===== src/hdl/pal_pkg.sv =====
// Shared types and constants for the positional array list.
// Holds the request mode codes, result status codes, controller states
// and the result record. Depends on nothing.
package pal_pkg;

  localparam int DEFAULT_CAPACITY = 128;
  localparam int DATA_W = 32;

  typedef enum logic [2:0] {
    MODE_GET    = 3'd0,
    MODE_INSERT = 3'd1,
    MODE_DELETE = 3'd2,
    MODE_CLEAR  = 3'd3,
    MODE_LOCATE = 3'd4
  } mode_t;

  typedef enum logic [1:0] {
    STAT_OK       = 2'd0,
    STAT_BADPOS   = 2'd1,
    STAT_FULL     = 2'd2,
    STAT_NOTFOUND = 2'd3
  } status_t;

  typedef enum logic [2:0] {
    ST_IDLE,
    ST_GET_WAIT,
    ST_DEL_WAIT,
    ST_SHIFT_DN,
    ST_SHIFT_UP,
    ST_SCAN,
    ST_DONE
  } state_t;

  typedef struct packed {
    status_t     status;
    logic [31:0] read_value;
    logic [6:0]  found_position;
    logic [7:0]  list_count;
  } pal_result_t;

endpackage


===== src/hdl/pal_mem.sv =====
// Word store of the list: one read port and one write port, registered read.
// Depends on pal_pkg for the word width.
module pal_mem #(
  parameter int DEPTH = 128,
  localparam int AW = $clog2(DEPTH)
) (
  input  logic                      clk,
  input  logic                      re,
  input  logic [AW-1:0]             raddr,
  output logic [pal_pkg::DATA_W-1:0] rdata,
  input  logic                      we,
  input  logic [AW-1:0]             waddr,
  input  logic [pal_pkg::DATA_W-1:0] wdata
);
  import pal_pkg::*;

  logic [DATA_W-1:0] mem [DEPTH];

  always_ff @(posedge clk) begin
    if (we) begin
      mem[waddr] <= wdata;
    end
  end

  always_ff @(posedge clk) begin
    if (re) begin
      rdata <= mem[raddr];
    end
  end

endmodule


===== config.mk =====
export PLATFORM = sky130hd
export DESIGN_NAME = pal_mem
export DESIGN_NICKNAME = d
export VERILOG_FILES = /design/src/hdl/pal_pkg.sv /design/src/hdl/pal_mem.sv
export SDC_FILE = /design/constraint.sdc
export NUM_CORES = 2
export LEC_CHECK = 0
export BUFFER_PORTS_ARGS = -buffer_cell sky130_fd_sc_hd__buf_4
export CAP_MARGIN = 20
export CORE_MARGIN = 3
export CORE_UTILIZATION = 30
export DETAILED_ROUTE_END_ITERATION = 7
export GPL_ROUTABILITY_DRIVEN = 0
export SETUP_SLACK_MARGIN = 0.5
export SLEW_MARGIN = 20
export SYNTH_ARGS = -nofsm -noshare
export SYNTH_HDL_FRONTEND = slang
export SYNTH_SLANG_ARGS = --single-unit

===== constraint.sdc =====
create_clock -name clk -period 8.98 [get_ports clk]
set_clock_uncertainty 0.05 [all_clocks]
set_input_delay 2.245 -clock clk [delete_from_list [all_inputs] [get_ports clk]]
set_output_delay 2.245 -clock clk [all_outputs]
set_load 0.03 [all_outputs]

==> metrics.txt <==
# TYPE chip_impl_metric gauge
chip_impl_info{name="status",value="completed"} 1
chip_impl_metric{name="crit_path_max_fanout",unit=""} 74
chip_impl_metric{name="path_depth_of_the_worst_reg2reg_path",unit=""} 4
chip_impl_metric{name="grt_use_total",unit="%"} 15.82
chip_impl_info{name="netlist_top_cells_area",value="sky130_fd_sc_hd__edfxtp_1 (79%), sky130_fd_sc_hd__mux4_2 (19%), sky130_fd_sc_hd__clkbuf_1 (0.44%)"} 1
chip_impl_metric{name="initial_utilization",unit="%"} 30.20
chip_impl_metric{name="min_delay_path_depth",unit=""} 4
chip_impl_metric{name="yosys_register_bits",unit=""} 4128
chip_impl_metric{name="clockBufferDepth",unit=""} 4
chip_impl_metric{name="std_cell_rows",unit=""} 264
chip_impl_metric{name="gr-total-overflow",unit=""} 0
chip_impl_metric{name="total_length_of_routed_wires",unit="um"} 427300
chip_impl_metric{name="place_inst",unit=""} 12900
chip_impl_metric{name="first_global_vias",unit=""} 72084
chip_impl_metric{name="pwr_density_cell",unit="mW/mm2"} 221.8
chip_impl_info{name="setup.worst_path.end_class",value="flop"} 1
chip_impl_metric{name="postCtsResizedCells",unit=""} 0
chip_impl_metric{name="drt_pre_antenna_iters",unit=""} 6
chip_impl_metric{name="power.leakage",unit="nW"} 54.05
chip_impl_metric{name="syn_area",unit="mm2"} 0.1566
chip_impl_metric{name="mapped_avg_cell_area",unit="um2"} 26.14
chip_impl_metric{name="fin_tns_setup",unit="ns"} 0
chip_impl_info{name="grt_setup_unrepaired",value="false"} 1
chip_impl_metric{name="route.vias.total",unit=""} 70913
chip_impl_info{name="synth_most_common_cell",value="sky130_fd_sc_hd__edfxtp_1"} 1
chip_impl_metric{name="clk_pin_slew_worst_paths",unit="ns"} 0.06
chip_impl_metric{name="post_synth_num_cell_types",unit=""} 16
chip_impl_info{name="start_kind",value="input port"} 1
chip_impl_metric{name="nNetsFinal",unit=""} 6441
chip_impl_metric{name="drc_errors",unit=""} 0
chip_impl_metric{name="synth_edf_count",unit=""} 4128
chip_impl_metric{name="p_int",unit="W"} 0.03149
chip_impl_metric{name="grt_start_max_net_pins",unit=""} 113
chip_impl_metric{name="detail_route.iter0.violations",unit=""} 10395
chip_impl_metric{name="routed_antenna_nets",unit=""} 0
chip_impl_metric{name="finish.cell_count_without_fillers",unit=""} 13670
chip_impl_metric{name="finalHoldViolations",unit=""} 0
chip_impl_metric{name="synth_seq_area_share",unit="%"} 79.16
chip_impl_metric{name="clock_latency",unit="ns"} 0.98
chip_impl_metric{name="cts_inserted_buffers",unit=""} 404
chip_impl_info{name="min-delay-path-class",value="reg -> reg"} 1
chip_impl_metric{name="die_w",unit="um"} 728.5
chip_impl_metric{name="post_cts_buffers",unit=""} 0
chip_impl_metric{name="number_of_antenna_violations_at_the_first_check_in_global_routing",unit=""} 65
chip_impl_metric{name="synthesis.nets",unit=""} 6039
chip_impl_metric{name="maxCapViolCount",unit=""} 0
chip_impl_info{name="dominantRegCellSynth",value="sky130_fd_sc_hd__edfxtp_1"} 1
chip_impl_metric{name="postCtsHoldBufs",unit=""} 0
chip_impl_metric{name="grt_pass1_wl",unit="um"} 591500
chip_impl_metric{name="rrSetupSlack",unit="ns"} 6.07
chip_impl_metric{name="max-vdd-ir-drop",unit="mV"} 0.1652
chip_impl_metric{name="synth.yosys.warnings",unit=""} 0
chip_impl_metric{name="post-route-period-util",unit="%"} 59.61
chip_impl_metric{name="finalWorstPathRequiredPeriod",unit="ns"} 5.353
chip_impl_info{name="clock-root-buffer",value="sky130_fd_sc_hd__clkbuf_16"} 1
chip_impl_metric{name="power.switching_fraction",unit="%"} 21.46
chip_impl_info{name="tritoncts_clock_tree",value="yes"} 1
chip_impl_metric{name="worstMarginPinSlew",unit="ns"} 1.203
chip_impl_metric{name="floorplan.core_area",unit="mm2"} 0.5186
chip_impl_info{name="synthDominantAreaCellType",value="sky130_fd_sc_hd__edfxtp_1"} 1
chip_impl_metric{name="vertical_extent_of_the_die",unit="um"} 728.5
chip_impl_metric{name="io_pins",unit=""} 81
chip_impl_info{name="synth.top_cells.by_count",value="sky130_fd_sc_hd__edfxtp_1 (4128), sky130_fd_sc_hd__mux4_2 (1344), sky130_fd_sc_hd__clkbuf_1 (182)"} 1
chip_impl_metric{name="layout-drive-gt1-share",unit="%"} 35.44
chip_impl_metric{name="avgRoutedWirePerCell",unit="um"} 31.26
chip_impl_metric{name="achievable-frequency",unit="MHz"} 186.8
chip_impl_metric{name="crit_arrival",unit="ns"} 5.96
chip_impl_metric{name="die_area",unit="mm2"} 0.5307
chip_impl_metric{name="detailedPlacementHpwl",unit="um"} 232900
chip_impl_metric{name="cts_num_sinks",unit=""} 4128
chip_impl_metric{name="slew_viol_final",unit=""} 0
chip_impl_metric{name="async_flop_share",unit="%"} 0
chip_impl_metric{name="detail_route.vias_per_cell",unit=""} 5.187
chip_impl_metric{name="share_of_total_power_in_combinational_logic",unit="%"} 5.1
chip_impl_metric{name="setup_viol_count_final",unit=""} 0
chip_impl_metric{name="worstPathRequired",unit="ns"} 9.59
chip_impl_info{name="critPathKind",value="in -> reg"} 1
chip_impl_metric{name="synth_top_cell_area_share",unit="%"} 79.16
chip_impl_metric{name="switching_power",unit="W"} 0.008603
chip_impl_metric{name="area_growth_syn_to_layout",unit="%"} 15.42
chip_impl_metric{name="max-slew-margin-rel",unit="%"} 19.78
chip_impl_metric{name="synth_cells",unit=""} 5990
chip_impl_metric{name="power.sequential.fraction",unit="%"} 53.3
chip_impl_metric{name="htree_num_levels",unit=""} 5
chip_impl_metric{name="io_buffer_count",unit=""} 80
chip_impl_metric{name="power.clock.fraction",unit="%"} 41.6
-- power groups by stage --
stage | sequential (W) | combinational [W] | clock, W
CTS | 0.0214 | 0.00207 | 0.0169
floorplan | 0.0218 | 0.00103 | 0
detailed placement | 0.0218 | 0.00207 | 0
finish | 0.0214 | 0.00206 | 0.0167
global placement | 0.0218 | 0.00203 | 0
global route | 0.0214 | 0.00214 | 0.0177
-- critical path, cell delays in order --
cell                     delay, ns
sky130_fd_sc_hd__buf_16       0.47
sky130_fd_sc_hd__buf_4        0.65
sky130_fd_sc_hd__mux4_2       0.58
sky130_fd_sc_hd__mux4_2       0.62
sky130_fd_sc_hd__mux4_2       0.72
sky130_fd_sc_hd__mux2_2       0.41
-- final cells by class --
class,instances,area (um2)
clock inverter,259,2397
tap,6916,8653
multi-input combinational,1546,32290
clock buffer,479,10560
sequential,4128,124000
antenna,30,75.07
fill,47040,337900
timing repair buffer,312,2806
-- metal layers --
layer | up-vias | global-route usage, % | wire [um]
met3 | 638 | 3.190 | 42080
met1 | 39305 | 21.29 | 163000
met2 | 3661 | 26.21 | 209600
met4 | 28 | 4.245 | 12150
li1 | 27281 | - | -
met5 | - | 0 | 441
-- worst paths after layout --
| path | to | start |
|---|---|---|
| worst max-delay path | rdata[28] | raddr[0] |
| worst min-delay path | rdata[8] | mem[62][8] |
| worst max register to register | rdata[28] | mem[109][28] |
| worst min register to register | rdata[8] | mem[62][8] |
-- registers in the layout (all words and copies together) (netlist names) --
name / count
mem: 4096
rdata: 32
-- placed cells by master, fill, tap and decap left out, drive strengths merged, types with 3 or more instances in the layout --
master    synthesis  final
edfxtp         4128   4128
mux4           1344   1344
clkbuf          182    479
buf             134    312
clkinv            0    208
nor2            122    122
bufinv            0     35
mux2             32     32
diode             0     30
nand2            14     14
nand3            12     12
nor3              9      9
clkinvlp          0      9
nor2b             7      7
inv               0      7
nand4             3      3
-- through the flow --
step | util [%] | total power [W] | setup WS [ns] | hold WS [ns] | cell area (um2)
after global placement | 32.33 | 0.02380 | 2.705 | 1.155 | 167600
after CTS | 34.82 | 0.04036 | 3.689 | 1.145 | 180600
final | 34.85 | 0.04009 | 3.627 | 1.138 | 180700
after detailed placement | 32.33 | 0.02384 | 2.654 | 1.159 | 167600
after floorplan | - | 0.02279 | 3.446 | 1.099 | 156600
after global routing | 34.84 | 0.04119 | 3.525 | 1.176 | 180700
-- cell families (layout without fill, tap and decap cells) --
| kind of cell | Yosys count | after routing | synth area share, % |
|---|---|---|---|
| buf+inv | 316 | 1050 | 0.8373 |
| mux | 1376 | 1376 | 19.56 |
| other cells | 0 | 30 | 0 |
| flops | 4128 | 4128 | 79.16 |
| simple gates | 170 | 170 | 0.4450 |
Note: power is estimated with default switching activity, not from simulation.
