## config.mk

```make
export PLATFORM = sky130hd
export DESIGN_NAME = pal_ctrl
export DESIGN_NICKNAME = d
export VERILOG_FILES = /design/src/hdl/pal_pkg.sv /design/src/hdl/pal_ctrl.sv
export SDC_FILE = /design/constraint.sdc
export NUM_CORES = 1
export LEC_CHECK = 0
export ABC_AREA = 1
export BUFFER_PORTS_ARGS = -buffer_cell sky130_fd_sc_hd__buf_4
export CORE_MARGIN = 1
export CORE_UTILIZATION = 49
export CTS_CLUSTER_DIAMETER = 30
export DETAILED_ROUTE_END_ITERATION = 10
export PLACE_DENSITY = 0.75
export REMOVE_ABC_BUFFERS = 1
export SYNTH_ARGS = -nofsm -noshare
export SYNTH_HDL_FRONTEND = slang
export SYNTH_SLANG_ARGS = --single-unit
export TNS_END_PERCENT = 5
```

## constraint.sdc

```tcl
create_clock -name clk -period 3.7 [get_ports clk]
set_input_delay 1.11 -clock clk [delete_from_list [all_inputs] [get_ports clk]]
set_output_delay 1.11 -clock clk [all_outputs]
set_load 0.1 [all_outputs]
```

## src/hdl/pal_pkg.sv

```systemverilog
// Shared types and constants for the positional array list.
// Holds the request mode codes, result status codes, controller states
// and the result record. Depends on nothing.
package pal_pkg;

  localparam int DEFAULT_CAPACITY = 128;
  localparam int DATA_W = 32;

  typedef enum logic [2:0] {
    MODE_GET    = 3'd0,
    MODE_INSERT = 3'd1,
    MODE_DELETE = 3'd2,
    MODE_CLEAR  = 3'd3,
    MODE_LOCATE = 3'd4
  } mode_t;

  typedef enum logic [1:0] {
    STAT_OK       = 2'd0,
    STAT_BADPOS   = 2'd1,
    STAT_FULL     = 2'd2,
    STAT_NOTFOUND = 2'd3
  } status_t;

  typedef enum logic [2:0] {
    ST_IDLE,
    ST_GET_WAIT,
    ST_DEL_WAIT,
    ST_SHIFT_DN,
    ST_SHIFT_UP,
    ST_SCAN,
    ST_DONE
  } state_t;

  typedef struct packed {
    status_t     status;
    logic [31:0] read_value;
    logic [6:0]  found_position;
    logic [7:0]  list_count;
  } pal_result_t;

endpackage

```

## src/hdl/pal_ctrl.sv

```systemverilog
// Request sequencer: decodes a request, walks the word store to shift or
// search, and keeps the entry count. Depends on pal_pkg.
module pal_ctrl #(
  parameter int CAPACITY = 128,
  localparam int AW = $clog2(CAPACITY)
) (
  input  logic                       clk,
  input  logic                       rst,
  input  logic                       req_valid,
  output logic                       req_ready,
  input  logic [2:0]                 req_mode,
  input  logic [7:0]                 req_position,
  input  logic signed [31:0]         req_value,
  output logic                       res_valid,
  input  logic                       res_ready,
  output pal_pkg::pal_result_t       res,
  output logic                       mem_re,
  output logic [AW-1:0]              mem_raddr,
  input  logic [pal_pkg::DATA_W-1:0] mem_rdata,
  output logic                       mem_we,
  output logic [AW-1:0]              mem_waddr,
  output logic [pal_pkg::DATA_W-1:0] mem_wdata
);
  import pal_pkg::*;

  localparam int CW = $clog2(CAPACITY + 1);
  localparam int PW = (CW > 8) ? CW : 8;
  localparam int XW = (AW > 7) ? AW : 7;

  state_t            state, state_next;
  logic [CW-1:0]     cnt, cnt_next;
  logic [CW-1:0]     rem, rem_next;
  logic [AW-1:0]     rp, rp_next;
  logic [AW-1:0]     wa, wa_next;
  logic              pend, pend_next;
  logic [AW-1:0]     opos, opos_next;
  logic [DATA_W-1:0] oval, oval_next;
  pal_result_t       rslt, rslt_next;

  logic [PW-1:0]     pos_w;
  logic [PW-1:0]     cnt_w;
  logic [XW-1:0]     fpos_w;
  logic [PW-1:0]     lcnt_w;

  assign pos_w  = PW'(req_position);
  assign cnt_w  = PW'(cnt);
  assign fpos_w = XW'(wa);
  assign lcnt_w = PW'(cnt);

  always_ff @(posedge clk) begin
    if (rst) begin
      state <= ST_IDLE;
      cnt   <= '0;
      pend  <= 1'b0;
    end else begin
      state <= state_next;
      cnt   <= cnt_next;
      pend  <= pend_next;
    end
  end

  always_ff @(posedge clk) begin
    rem  <= rem_next;
    rp   <= rp_next;
    wa   <= wa_next;
    opos <= opos_next;
    oval <= oval_next;
    rslt <= rslt_next;
  end

  always_comb begin
    state_next = state;
    cnt_next   = cnt;
    rem_next   = rem;
    rp_next    = rp;
    wa_next    = wa;
    pend_next  = pend;
    opos_next  = opos;
    oval_next  = oval;
    rslt_next  = rslt;
    mem_re     = 1'b0;
    mem_raddr  = rp;
    mem_we     = 1'b0;
    mem_waddr  = wa;
    mem_wdata  = mem_rdata;
    req_ready  = (state == ST_IDLE);
    res_valid  = 1'b0;

    unique case (state)
      ST_IDLE: begin
        if (req_valid) begin
          rslt_next = '{status: STAT_OK, read_value: '0, found_position: '0,
                        list_count: '0};
          oval_next = req_value;
          opos_next = AW'(pos_w);
          pend_next = 1'b0;
          state_next = ST_DONE;
          case (req_mode)
            MODE_GET: begin
              if (pos_w >= cnt_w) begin
                rslt_next.status = STAT_BADPOS;
              end else begin
                mem_re     = 1'b1;
                mem_raddr  = AW'(pos_w);
                state_next = ST_GET_WAIT;
              end
            end
            MODE_INSERT: begin
              if (pos_w > cnt_w) begin
                rslt_next.status = STAT_BADPOS;
              end else if (cnt_w >= PW'(CAPACITY)) begin
                rslt_next.status = STAT_FULL;
              end else begin
                rp_next    = AW'(cnt_w - PW'(1));
                rem_next   = CW'(cnt_w - pos_w);
                state_next = ST_SHIFT_UP;
              end
            end
            MODE_DELETE: begin
              if (pos_w >= cnt_w) begin
                rslt_next.status = STAT_BADPOS;
              end else begin
                mem_re     = 1'b1;
                mem_raddr  = AW'(pos_w);
                rp_next    = AW'(pos_w + PW'(1));
                rem_next   = CW'(cnt_w - pos_w - PW'(1));
                state_next = ST_DEL_WAIT;
              end
            end
            MODE_CLEAR: begin
              cnt_next = '0;
            end
            MODE_LOCATE: begin
              rp_next    = '0;
              rem_next   = cnt;
              state_next = ST_SCAN;
            end
            default: begin
            end
          endcase
        end
      end

      ST_GET_WAIT: begin
        rslt_next.read_value = mem_rdata;
        state_next = ST_DONE;
      end

      ST_DEL_WAIT: begin
        rslt_next.read_value = mem_rdata;
        state_next = ST_SHIFT_DN;
      end

      // Each read at rp lands one place lower on the following cycle.
      ST_SHIFT_DN: begin
        if (pend) begin
          mem_we = 1'b1;
        end
        if (rem != '0) begin
          mem_re    = 1'b1;
          wa_next   = rp - AW'(1);
          rp_next   = rp + AW'(1);
          rem_next  = rem - CW'(1);
          pend_next = 1'b1;
        end else begin
          pend_next  = 1'b0;
          cnt_next   = cnt - CW'(1);
          state_next = ST_DONE;
        end
      end

      // Walks from the tail downward; the new word goes in once the gap is open.
      ST_SHIFT_UP: begin
        if (rem != '0) begin
          mem_we    = pend;
          mem_re    = 1'b1;
          wa_next   = rp + AW'(1);
          rp_next   = rp - AW'(1);
          rem_next  = rem - CW'(1);
          pend_next = 1'b1;
        end else if (pend) begin
          mem_we    = 1'b1;
          pend_next = 1'b0;
        end else begin
          mem_we     = 1'b1;
          mem_waddr  = opos;
          mem_wdata  = oval;
          cnt_next   = cnt + CW'(1);
          state_next = ST_DONE;
        end
      end

      ST_SCAN: begin
        if (pend && (mem_rdata == oval)) begin
          rslt_next.found_position = fpos_w[6:0];
          pend_next  = 1'b0;
          state_next = ST_DONE;
        end else if (rem == '0) begin
          rslt_next.status = STAT_NOTFOUND;
          pend_next  = 1'b0;
          state_next = ST_DONE;
        end else begin
          mem_re    = 1'b1;
          wa_next   = rp;
          rp_next   = rp + AW'(1);
          rem_next  = rem - CW'(1);
          pend_next = 1'b1;
        end
      end

      ST_DONE: begin
        res_valid = 1'b1;
        if (res_ready) begin
          state_next = ST_IDLE;
        end
      end

      default: begin
        state_next = ST_IDLE;
      end
    endcase
  end

  always_comb begin
    res            = rslt;
    res.list_count = lcnt_w[7:0];
  end

endmodule

```

==> results_dict.tcl <==
set metrics [dict create \
    status "finished, violations left" \
    violations "DRC, setup timing" \
    drt_iter0_drc 651 \
    grtUsageTotal_pct 28.7 \
    worstSetupPathType "input pin to output pin" \
    drv_slew 0 \
    cts_buffers 17 \
    final_cell_mix "nand2_1, buf_4, inv_1" \
    route.detailed.drc 2 \
    io_buffers 177 \
    synth_top_area_cell "edfxtp_1" \
    fp.dieW_um 121 \
    yosys-top-cells-area "edfxtp_1, nand2_1, inv_1" \
    overflow 0 \
    grt_pass1_vias 6181 \
    die_h_um 121 \
    cp_data_required_time_ns 2.59 \
    gp_congestion 0.976 \
    clock_sinks 114 \
    io_pins 178 \
    start_util_pct 50.1 \
    vias_per_cell 5.37 \
    core.rowCount 43 \
    synth.distinct_cells 45 \
    finalCriticalPeriod_ns 3.93 \
    antenna_left 0 \
    reg2reg_depth 17 \
    async_flop_share_pct 0 \
    tightest_slew_ns 0.562 \
    syn2layout_area_growth_pct 44.2 \
    end_kind "output pin" \
    hpwl_um 15200 \
    ys_ff_latch 114 \
    wirelength_um 21000 \
    grt_pass1_wl_um 31400 \
    synth_area_um2 6950 \
    setup_violations 32 \
    h-tree-depth 4 \
    fmax_ghz 0.255 \
    fin_ws_ns -0.228 \
    nets 1177 \
    cts_tree "built" \
    layout-drive-gt1-share_pct 30.8 \
    grt_max_degree 79 \
    avgSynthCellArea_um2 8.14 \
    final_cell_count_no_fill 1274 \
    num_vias 6838 \
    clk_path_buf_depth 2 \
    antenna_found_initial 0 \
    coreArea_um2 13900 \
    dieArea_um2 14700 \
    synthCells 854 \
    hp-class "flop to flop" \
    dp.cells 1235 \
    critical_path_arrival_ns 2.82 \
    relSlewSlack_pct 62.6 \
    ctsHoldBuffers 0 \
    finalCritPeriodShare_pct 106 \
    skew_ns 0.0115 \
    ys_seq_area_share_pct 47.5 \
    cp_max_fo 5 \
    clkSlewWorstSetupHoldPaths_ns 0.05 \
    first_pass_iters 9 \
    ctsRootBufferMaster "clkbuf_16" \
    wl_per_cell_um 16.5 \
    hold_viol_final 0 \
    rsz0062_at_grt "true" \
    synth_top_cell_area_share_pct 44.0 \
    holdPathStages 2 \
    antenna_cells 0 \
    startpoint_type "input pin" \
    synth_edf_count 102 \
    clock_latency_ns 0.42 \
    maxCapViolCount 0 \
    yosys_warnings 0 \
    layout_commonest_cell "nand2_1" \
    synthFlopType "edfxtp_1" \
]
cell families (layout without fill, tap and decap cells):
family / Yosys count / in the layout / synth area share [%]
AND/OR/NAND/NOR: 384 / 384 / 23.4
flip-flops: 114 / 114 / 47.5
AO/OA/AOI/OAI: 155 / 155 / 13.5
XOR/XNOR: 27 / 27 / 3.40
adder cells (fa/ha/maj): 16 / 16 / 2.99
buffers and inverters: 158 / 398 / 9.21
sequential cells by signal, indices dropped and copies added (netlist names):
name and cells:
res 41, fpos_w 7, state 3, opos 7, rp 7, oval 32, pend 1, cnt 8
rem 8
path summary, 6_finish.rpt:
check                        from            to  slack, ns
setup / recovery  req_position[0]  mem_raddr[4]      -0.23
hold / removal               pend          pend       0.48
setup reg to reg           cnt[0]         rp[5]       1.01
hold reg to reg              pend          pend       0.48
synth_stat cells, types with 4 or more instances:
cell type  number
xnor2_1         9
inv_2           9
o21ai_1        15
inv_1         126
nor3_1          8
nor2_2          5
dfxtp_1        12
nand3_1        43
edfxtp_1      102
nand2_2         5
a31oi_1         7
clkbuf_1       10
buf_6           4
a21oi_2        19
o21ai_0        49
o221ai_1        4
nor2_1        109
a21oi_1        37
nand2_1       194
ha_1           15
buf_2           4
xor2_1         18
nor2_4          5
o211ai_1        8
worst max-delay path, cell delays in order:
cell     delay, ns
buf_8         0.10
ha_4          0.15
fa_2          0.34
inv_2         0.07
nand3_2       0.08
nand2_2       0.08
nand2_2       0.05
nand2_2       0.09
nand4_4       0.15
buf_8         0.19
o21ai_4       0.19
buf_12        0.20
layer usage:
| layer | GRT usage (%) | wire (um) | vias to the layer above |
|---|---|---|---|
| li1 | - | - | 3276 |
| met1 | 36.2 | 8370 | 3136 |
| met2 | 47.5 | 10200 | 370 |
| met3 | 5.31 | 1700 | 56 |
| met4 | 13.6 | 796 | 0 |
| met5 | 0 | 0 | - |
final cells by class:
type / instances / area (um^2)
Fill cell: 1030 / 3850
Clock buffer: 23 / 448
Inverter: 136 / 510
Clock inverter: 8 / 63.8
Multi-Input combinational cell: 582 / 3230
Tap cell: 180 / 225
Sequential cell: 114 / 3300
Timing Repair Buffer: 231 / 2240
metrics by stage:
| stage | hold slack (ns) | utilization (%) | setup slack, ns | area, um^2 | TNS [ns] |
|---|---|---|---|---|---|
| floorplan | 0.451 | - | -1.63 | 6820 | -61.01 |
| global placement | 0.476 | 63.0 | -0.355 | 8740 | -2.58 |
| detailed placement | 0.475 | 63.0 | -0.398 | 8740 | -2.90 |
| CTS | 0.482 | 69.8 | -0.187 | 9690 | -1.49 |
| global route | 0.510 | 72.2 | -0.287 | 10000 | -7.69 |
| finish | 0.482 | 72.2 | -0.228 | 10000 | -2.10 |
what timing repair did:
item,in CTS,in global routing
resized for setup,121,67
pin swaps,5,9
endpoints found under the setup margin,47,47
setup buffers,2,5
gates cloned,1,0
hold endpoints to repair,0,0
Power is not shown: default switching activity piles up to over one toggle a cycle in this logic, so the estimate is an artifact.
